[config.mk]
export PLATFORM = sky130hd
export DESIGN_NAME = radix_integer_parser_top
export DESIGN_NICKNAME = d
export VERILOG_FILES = /design/src/sv/rip_pkg.sv /design/src/sv/rip_step.sv /design/src/sv/radix_integer_parser_top.sv
export SDC_FILE = /design/constraint.sdc
export NUM_CORES = 1
export LEC_CHECK = 0
export ABC_AREA = 1
export BUFFER_PORTS_ARGS = -buffer_cell sky130_fd_sc_hd__buf_2
export CAP_MARGIN = 20
export CELL_PAD_IN_SITES_DETAIL_PLACEMENT = 1
export CELL_PAD_IN_SITES_GLOBAL_PLACEMENT = 2
export CORE_ASPECT_RATIO = 0.6
export CORE_MARGIN = 3
export CORE_UTILIZATION = 40
export CTS_CLUSTER_DIAMETER = 30
export DETAILED_ROUTE_END_ITERATION = 10
export PLACE_DENSITY_LB_ADDON = 0.1
export SYNTH_ARGS = -nofsm -noshare
export SYNTH_HDL_FRONTEND = slang
export SYNTH_SLANG_ARGS = --single-unit
[constraint.sdc]
create_clock -name clk_i -period 20.6 [get_ports clk_i]
set_clock_uncertainty 0.05 [all_clocks]
set_input_delay 5.15 -clock clk_i [delete_from_list [all_inputs] [get_ports clk_i]]
set_output_delay 5.15 -clock clk_i [all_outputs]
set_load 0.005 [all_outputs]
[src/sv/rip_pkg.sv]
// ----------------------------------------------------------------------------
// rip_pkg: shared types and constants of the radix integer parser
// phase codes, character constants and the character-to-digit mapping
// ----------------------------------------------------------------------------
package rip_pkg;

  localparam int unsigned PhaseW = 3;
  localparam int unsigned BaseW  = 6;
  localparam int unsigned ValW   = 64;
  localparam int unsigned OutCntW = 11;

  // parser phases
  localparam logic [PhaseW-1:0] PH_SIGN        = 3'd0;
  localparam logic [PhaseW-1:0] PH_AUTO_ZERO   = 3'd1;
  localparam logic [PhaseW-1:0] PH_PREFIX_WAIT = 3'd2;
  localparam logic [PhaseW-1:0] PH_DIGITS      = 3'd3;
  localparam logic [PhaseW-1:0] PH_STOPPED     = 3'd4;

  localparam logic [7:0] NO_DIGIT = 8'd255;

  localparam logic [7:0] CH_PLUS  = 8'h2B;
  localparam logic [7:0] CH_MINUS = 8'h2D;
  localparam logic [7:0] CH_ZERO  = 8'h30;
  localparam logic [7:0] CH_NINE  = 8'h39;
  localparam logic [7:0] CH_UP_A  = 8'h41;
  localparam logic [7:0] CH_UP_Z  = 8'h5A;
  localparam logic [7:0] CH_LO_A  = 8'h61;
  localparam logic [7:0] CH_LO_Z  = 8'h7A;
  localparam logic [7:0] CH_UP_X  = 8'h58;
  localparam logic [7:0] CH_LO_X  = 8'h78;
  localparam logic [7:0] CH_UP_B  = 8'h42;
  localparam logic [7:0] CH_LO_B  = 8'h62;

  localparam logic [BaseW-1:0] BASE_2  = 6'd2;
  localparam logic [BaseW-1:0] BASE_8  = 6'd8;
  localparam logic [BaseW-1:0] BASE_10 = 6'd10;
  localparam logic [BaseW-1:0] BASE_16 = 6'd16;
  localparam logic [BaseW-1:0] RADIX_AUTO = 6'd0;
  localparam logic [BaseW-1:0] RADIX_RESET = 6'd10;

  // per-string control state
  typedef struct packed {
    logic              minus;
    logic [PhaseW-1:0] phase;
    logic [BaseW-1:0]  base;
  } rip_ctl_t;

  localparam rip_ctl_t CTL_CLEAR = '{minus: 1'b0, phase: PH_SIGN, base: '0};

  // 0-9, A-Z, a-z map to 0..35, anything else to NO_DIGIT
  function automatic logic [7:0] digit_value(logic [7:0] c);
    logic [7:0] d;
    if (c >= CH_ZERO && c <= CH_NINE) begin
      d = c - CH_ZERO;
    end else if (c >= CH_UP_A && c <= CH_UP_Z) begin
      d = c - CH_UP_A + 8'd10;
    end else if (c >= CH_LO_A && c <= CH_LO_Z) begin
      d = c - CH_LO_A + 8'd10;
    end else begin
      d = NO_DIGIT;
    end
    return d;
  endfunction

endpackage

[src/sv/rip_step.sv]
// ----------------------------------------------------------------------------
// rip_step: one-character parser step
// next control state, accumulator and count for one buffered character
// ----------------------------------------------------------------------------
module rip_step import rip_pkg::*; #(
  parameter int unsigned MaxLen = 1024,
  parameter int unsigned CntW   = $clog2(MaxLen + 1)
) (
  input  logic [BaseW-1:0] radix_i,
  input  logic             has_char_i,
  input  logic [7:0]       ch_i,
  input  rip_ctl_t         ctl_i,
  input  logic [ValW-1:0]  accum_i,
  input  logic [CntW-1:0]  count_i,
  output rip_ctl_t         ctl_o,
  output logic [ValW-1:0]  accum_o,
  output logic [CntW-1:0]  count_o
);

  logic             inc;
  logic             do_digit;
  logic [BaseW-1:0] dig_base;
  logic [7:0]       dig;
  logic             dig_ok;
  logic             is_x;
  logic             is_b;
  logic [ValW-1:0]  mac;

  assign is_x   = (ch_i == CH_LO_X) || (ch_i == CH_UP_X);
  assign is_b   = (ch_i == CH_LO_B) || (ch_i == CH_UP_B);
  assign dig    = digit_value(ch_i);

  always_comb begin
    ctl_o    = ctl_i;
    accum_o  = accum_i;
    inc      = 1'b0;
    do_digit = 1'b0;
    dig_base = ctl_i.base;
    dig_ok   = 1'b0;
    mac      = '0;

    if (has_char_i) begin
      case (ctl_i.phase)
        PH_SIGN: begin
          if (ch_i == CH_MINUS) begin
            ctl_o.minus = ~ctl_i.minus;
            inc = 1'b1;
          end else if (ch_i == CH_PLUS) begin
            inc = 1'b1;
          end else if (radix_i == RADIX_AUTO) begin
            if (ch_i == CH_ZERO) begin
              inc = 1'b1;
              ctl_o.base  = BASE_8;
              ctl_o.phase = PH_AUTO_ZERO;
            end else begin
              ctl_o.base = BASE_10;
              dig_base   = BASE_10;
              do_digit   = 1'b1;
            end
          end else begin
            ctl_o.base = radix_i;
            dig_base   = radix_i;
            if ((radix_i == BASE_16 || radix_i == BASE_2) && ch_i == CH_ZERO) begin
              inc = 1'b1;
              ctl_o.phase = PH_PREFIX_WAIT;
            end else begin
              do_digit = 1'b1;
            end
          end
        end
        PH_AUTO_ZERO: begin
          if (is_x) begin
            ctl_o.base  = BASE_16;
            ctl_o.phase = PH_DIGITS;
            inc = 1'b1;
          end else if (is_b) begin
            ctl_o.base  = BASE_2;
            ctl_o.phase = PH_DIGITS;
            inc = 1'b1;
          end else begin
            ctl_o.base = BASE_8;
            dig_base   = BASE_8;
            do_digit   = 1'b1;
          end
        end
        PH_PREFIX_WAIT: begin
          if ((ctl_i.base == BASE_16 && is_x) || (ctl_i.base == BASE_2 && is_b)) begin
            ctl_o.phase = PH_DIGITS;
            inc = 1'b1;
          end else begin
            do_digit = 1'b1;
          end
        end
        PH_DIGITS: begin
          do_digit = 1'b1;
        end
        default: begin
        end
      endcase

      if (do_digit) begin
        dig_ok = dig < {2'b00, dig_base};
        // single multiply-add per character
        mac    = ValW'(accum_i * ValW'(dig_base)) + ValW'(dig);
        if (dig_ok) begin
          accum_o     = mac;
          inc         = 1'b1;
          ctl_o.phase = PH_DIGITS;
        end else begin
          ctl_o.phase = PH_STOPPED;
        end
      end
    end
  end

  // saturating character count
  assign count_o = (inc && count_i < CntW'(MaxLen)) ? count_i + CntW'(1) : count_i;

endmodule

[src/sv/radix_integer_parser_top.sv]
// ----------------------------------------------------------------------------
// radix_integer_parser_top: streaming string-to-integer parser
// takes one character per item and gives value and consumed count per string
// ----------------------------------------------------------------------------
// The parser takes one character item per clock cycle while not stalled,
// with no bubbles between strings. Each accepted item is held in an input
// register; from there a single 64 x 6 multiply-add updates the running
// state, and for the item that carries tlast the result is loaded into the
// output register. The only stall is a last item meeting an output
// register whose previous result has not been taken yet; it waits in the
// input register and blocks new items until then. tuser set
// means tdata carries a character; tuser clear with tlast set ends a string
// with no character; an item with both clear does nothing. The radix register
// (0 = auto detect from a 0x / 0b / 0 prefix, 2..36 a fixed base) is sampled
// at the first non-sign character of a string and should be written only
// while idle. The consumed count saturates at MaxLen and leaves on its low
// 11 bits.
// ----------------------------------------------------------------------------
module radix_integer_parser_top import rip_pkg::*; #(
  parameter int unsigned MaxLen = 1024
) (
  input  logic        clk_i,
  input  logic        rst_ni,
  // radix register write
  input  logic        cfg_valid_i,
  output logic        cfg_ready_o,
  input  logic [5:0]  cfg_data_i,
  // character items
  input  logic        s_axis_tvalid_i,
  output logic        s_axis_tready_o,
  input  logic [7:0]  s_axis_tdata_i,    // [7:0] ch
  input  logic        s_axis_tuser_i,    // [0] has_char
  input  logic        s_axis_tlast_i,    // last character of the string
  // result items
  output logic        m_axis_tvalid_o,
  input  logic        m_axis_tready_i,
  output logic [79:0] m_axis_tdata_o     // [63:0] value, [74:64] consumed, rest zero
);

  localparam int unsigned CntW = $clog2(MaxLen + 1);
  localparam int unsigned ExtW = (CntW > OutCntW) ? CntW : OutCntW;

  // radix register
  logic [BaseW-1:0] radix_q;

  // input register
  logic             in_valid_q, in_valid_d;
  logic [7:0]       in_ch_q;
  logic             in_has_q;
  logic             in_last_q;

  // running string state
  rip_ctl_t         ctl_q, ctl_d, ctl_n;
  logic [ValW-1:0]  accum_q, accum_d, accum_n;
  logic [CntW-1:0]  count_q, count_d, count_n;

  // result register
  logic             out_valid_q, out_valid_d;
  logic [ValW-1:0]  out_value_q;
  logic [OutCntW-1:0] out_cnt_q;

  logic             s_fire;
  logic             advance;
  logic             finish;
  logic [ExtW-1:0]  cnt_ext;

  assign cfg_ready_o = 1'b1;

  always_ff @(posedge clk_i or negedge rst_ni) begin
    if (!rst_ni) begin
      radix_q <= RADIX_RESET;
    end else if (cfg_valid_i) begin
      radix_q <= cfg_data_i;
    end
  end

  // the buffered item moves on unless it is a last item blocked by a full output
  assign advance = in_valid_q && (!in_last_q || !out_valid_q || m_axis_tready_i);
  assign finish  = advance && in_last_q;
  assign s_axis_tready_o = !in_valid_q || advance;
  assign s_fire  = s_axis_tvalid_i && s_axis_tready_o;

  assign in_valid_d = s_fire ? 1'b1 : (advance ? 1'b0 : in_valid_q);

  always_ff @(posedge clk_i or negedge rst_ni) begin
    if (!rst_ni) begin
      in_valid_q <= 1'b0;
    end else begin
      in_valid_q <= in_valid_d;
    end
  end

  // payload of the input register, no reset needed
  always_ff @(posedge clk_i) begin
    if (s_fire) begin
      in_ch_q   <= s_axis_tdata_i;
      in_has_q  <= s_axis_tuser_i;
      in_last_q <= s_axis_tlast_i;
    end
  end

  rip_step #(
    .MaxLen (MaxLen),
    .CntW   (CntW)
  ) u_step (
    .radix_i    (radix_q),
    .has_char_i (in_has_q),
    .ch_i       (in_ch_q),
    .ctl_i      (ctl_q),
    .accum_i    (accum_q),
    .count_i    (count_q),
    .ctl_o      (ctl_n),
    .accum_o    (accum_n),
    .count_o    (count_n)
  );

  // end of string clears the state for the next one
  always_comb begin
    ctl_d   = ctl_q;
    accum_d = accum_q;
    count_d = count_q;
    if (finish) begin
      ctl_d   = CTL_CLEAR;
      accum_d = '0;
      count_d = '0;
    end else if (advance) begin
      ctl_d   = ctl_n;
      accum_d = accum_n;
      count_d = count_n;
    end
  end

  always_ff @(posedge clk_i or negedge rst_ni) begin
    if (!rst_ni) begin
      ctl_q   <= CTL_CLEAR;
      accum_q <= '0;
      count_q <= '0;
    end else begin
      ctl_q   <= ctl_d;
      accum_q <= accum_d;
      count_q <= count_d;
    end
  end

  // result register
  assign out_valid_d = finish ? 1'b1 : (m_axis_tready_i ? 1'b0 : out_valid_q);
  assign cnt_ext     = ExtW'(count_n);

  always_ff @(posedge clk_i or negedge rst_ni) begin
    if (!rst_ni) begin
      out_valid_q <= 1'b0;
    end else begin
      out_valid_q <= out_valid_d;
    end
  end

  always_ff @(posedge clk_i) begin
    if (finish) begin
      out_value_q <= ctl_n.minus ? (ValW'(0) - accum_n) : accum_n;
      out_cnt_q   <= cnt_ext[OutCntW-1:0];
    end
  end

  assign m_axis_tvalid_o = out_valid_q;
  assign m_axis_tdata_o  = {5'b00000, out_cnt_q, out_value_q};

  // a finished string always shows up in the result register next cycle
  a_finish_loads: assert property (@(posedge clk_i) disable iff (!rst_ni)
    finish |=> out_valid_q)
    else $error("result not loaded after last item");

  // state is back at the start of a string after each result
  a_finish_clears: assert property (@(posedge clk_i) disable iff (!rst_ni)
    finish |=> (count_q == '0 && accum_q == '0 && ctl_q.phase == PH_SIGN && !ctl_q.minus))
    else $error("string state not cleared after result");

  // count never passes its saturation limit
  a_count_bound: assert property (@(posedge clk_i) disable iff (!rst_ni)
    count_q <= CntW'(MaxLen))
    else $error("character count above limit");

  // a pending result is never overwritten before it is taken
  a_no_overwrite: assert property (@(posedge clk_i) disable iff (!rst_ni)
    (out_valid_q && !m_axis_tready_i) |-> !finish)
    else $error("result overwritten while stalled");

endmodule
==> reports/results.md <==
| Parameter | This run |
|:---|:---|
| Status | completed |
| Top cell types by occurrence after synthesis | 851 x sky130_fd_sc_hd__nand2_1, 573 x sky130_fd_sc_hd__nor2_1, 460 x sky130_fd_sc_hd__inv_1, 242 x sky130_fd_sc_hd__fa_1, 141 x sky130_fd_sc_hd__ha_1 |
| Final Critical Period | 10.89 ns |
| DR DRC count | 0 |
| Number of fillers in the final layout | 7428 |
| Arrival time at the worst endpoint | 5.69 ns |
| Total power per unit cell area | 82.2 nW/um^2 |
| Number of synthesis warnings | 0 |
| Top area cells in the synthesized netlist | sky130_fd_sc_hd__fa_1 20%, sky130_fd_sc_hd__nand2_1 13%, sky130_fd_sc_hd__edfxtp_1 11%, sky130_fd_sc_hd__dfrtp_1 9.5%, sky130_fd_sc_hd__nor2_1 9.0% |
| Width of the die | 322 um |
| Count of different cell masters after synthesis | 57 |
| Max Root-Sink Buffers | 2 |
| Type of the worst setup path | in -> out |
| Leakage Power | 13.5 nW |
| Number of antenna violations at the first check in global routing | 3 |
| Area of all sequential standard cells | 4880 sq um |
| Worst Tran Pin Value | 1.12 ns |
| TritonRoute pass-1 iters | 5 |
| Via density per instance | 5.60 |
| Average detailed-routed wire length per instance | 22.9 um |
| Count of port buffers added during placement | 97 |
| Count of nets after finishing | 3785 |
| Synthesis-to-finish area growth | 7.32% |
| # resized after CTS | 0 |
| Reg clk slew, reported paths | 0.07 ns |
| Area of the core | 58300 sq um |
| Area used by multi-input combinational logic | 16800 sq um |
| Worst path slowest cell | sky130_fd_sc_hd__buf_2 |
| Highest fanout seen on the critical path | 3 |
| Largest voltage drop on the vdd net | 0.0000570 V |
| Aggregate global routing overflow | 0 |
| Clock sink count | 178 |
| Detailed Place HPWL | 78800 um |
| Max stage delay on crit path | 0.17 ns |
| Height of the chip | 195 um |
| Element type at the critical path end | primary output |
| Worst hold path class | reg -> reg |
| Antenna-violating nets left | 0 |
| Sum of routed wire length over all layers | 95300 um |
| Netlist Area Pre-Place | 23900 sq um |
| Initial Utilization | 0.410 |
| CTS Hold Bufs | 0 |
| Tcrit/Tclk final | 0.529 |
| Most common cell in the netlist | sky130_fd_sc_hd__nand2_1 |
| Fraction of final layout cells sized beyond drive strength 1 | 0.0784 |
| Routed vias | 23308 |
| Required @ worst endpoint | 15.40 ns |
| Area share of the largest cell type after synthesis | 0.203 |
| Standard-cell row count | 68 |
| Most frequently used flop master after synthesis | sky130_fd_sc_hd__dfrtp_1 |
| Part of the Yosys area used for sequential elements | 0.204 |
| Clock latency on the worst-skew pair | 0.48 ns |
| Area of the die | 62900 sq um |
| Fraction of registers with async set or reset after synthesis | 0.522 |
| Synthesized instance count | 3338 |
| Root buffer cell | sky130_fd_sc_hd__clkbuf_16 |
| Number of global-route vias before repair | 23884 |
| Leading area contributor after synthesis | sky130_fd_sc_hd__fa_1 |
| H-tree levels | 4 |
| Max Slew Vio Count | 0 |
| Worst-case headroom to the max-slew limit | 0.254 |
| Cell seen most often among critical-path stages | sky130_fd_sc_hd__buf_2 |
| Cell family with most CP delay | buffers and inverters |
| Final weighted congestion of routability-driven global placement | 0.969 |
| DRC violation total after the first TritonRoute iteration | 2010 |
| Per-instance average area after synthesis | 7.16 sq um |
| Synthesis-stage register bit count | 178 |
| GR Util All Layers | 0.308 |
| Final antenna diode count | 0 |
| Maximum operating frequency | 0.0918 GHz |
| First-pass GRT wire length | 147000 um |
| Buffer and inverter count on the worst path | 3 |
| Unrepaired setup endpoints after global routing | false |
| Number of enable-type register cells in the synthesized netlist | 85 |
| Pin count of the biggest net entering global routing | 75 |
| Number of hold-slack violations in the final timing report | 0 |
| Critical path cell sequence | buf_2 > inv_1 > nand4_1 > buf_2 |
| Setup-failing EPs final | 0 |
| CTS tree | yes |
| Number of top-level design ports | 104 |
| Setup Fix Bufs, Post-CTS | 0 |
| Clock buffer count from CTS | 17 |
| Summed negative setup slack over all endpoints | 0 ns |
| Crit path launch type | primary input |
| Sum of internal, switching and leakage power | 2.11 mW |
| Max-cap violation count | 0 |
power breakdown:
part           switching, mW  total (mW)  leakage (nW)  internal [mW]
Combinational          0.994        1.34          11.1          0.349
Clock                  0.171       0.329         0.267          0.159
Sequential            0.0256       0.436          2.09          0.410
Total                   1.19        2.11          13.5          0.918
final timing paths:
path                                      start              end  slack [ns]  cells past startpoint
worst max register to register       in_ch_q[0]  out_value_q[50]       10.69                     38
worst max-delay path            m_axis_tready_i  s_axis_tready_o        9.71                      4
worst min register to register       radix_q[5]         ctl_q[5]        0.51                      2
min in group asynchronous                rst_ni       accum_q[1]        4.55                      1
worst min-delay path                 radix_q[5]         ctl_q[5]        0.51                      2
max in group asynchronous                rst_ni      accum_q[55]       14.63                      2
cells by family (layout without fill, tap and decap cells):
kind of cell / after synthesis / after routing / share of synthesized area
fa+ha+maj: 383 / 383 / 0.276
compound gates: 338 / 338 / 0.0789
buf+inv: 588 / 640 / 0.0978
flops: 178 / 178 / 0.204
xor+xnor: 84 / 84 / 0.0308
simple gates: 1765 / 1765 / 0.312
other cells: 2 / 6 / 0.000314
state kept, by name, summed over array words and instances, names as in the netlist, 6 cells and up:
register	count
in_ch_q	8
accum_q	64
ctl_q	10
out_value_q	64
radix_q	6
count_q	11
out_cnt_q	11
metrics by stage:
step	setup slack [ns]	instances	util	hold slack [ns]	instance area, sq um
after floorplan	10.06	3342	-	0.440	23900
after global placement	9.73	4130	0.430	0.476	25100
after detailed placement	9.71	4131	0.431	0.496	25100
after CTS	9.70	4163	0.440	0.509	25600
after global routing	9.64	4164	0.440	0.530	25700
final	9.71	4164	0.440	0.508	25700
cell type report:
type	count	share of cell area
clock buffer	18	0.0167
clock inverter	14	0.00458
multi-input combinational	2576	0.653
sequential	178	0.190
timing repair buffer	115	0.0258
inverter	493	0.0722
tap	770	0.0375
placed cells by master (no fill, tap or decap), drive strengths merged, types with 2 or more instances in the layout:
master    netlist  routed
a21boi          2       2
a21o            8       8
a21oi         125     125
a31oi           2       2
and2            5       5
and3            2       2
buf            38     115
clkbuf         57      18
clkinv          5      11
clkinvlp        0       2
conb            2       6
dfrtp          91      91
dfstp           2       2
edfxtp         85      85
fa            242     242
ha            141     141
inv           488     494
nand2         895     895
nand2b          2       2
nand3         103     103
nand3b         29      29
nand4          93      93
nor2          600     600
nor3           22      22
nor4           10      10
o211ai          4       4
o21a            2       2
o21ai         123     123
o21bai          6       6
o22ai          60      60
o31ai           2       2
or2             2       2
xnor2          14      14
xor2           70      70
per-layer routing:
layer	global-route usage	vias to the layer above	part of all wire
met2	0.397	782	0.37
li1	-	10602	-
met3	0.116	67	0.11
met1	0.482	11851	0.50
met5	0	-	0.00043
met4	0.0561	6	0.016
worst register-to-register path, delay by kind of cell (launching register included):
family          cells  cell delay (ns)
xor+xnor            1             0.21
simple gates       20             2.96
buf+inv             7             1.86
flops               1             0.51
fa+ha+maj           6             2.74
compound gates      4             1.32
Power figures use the tool's default switching activity.
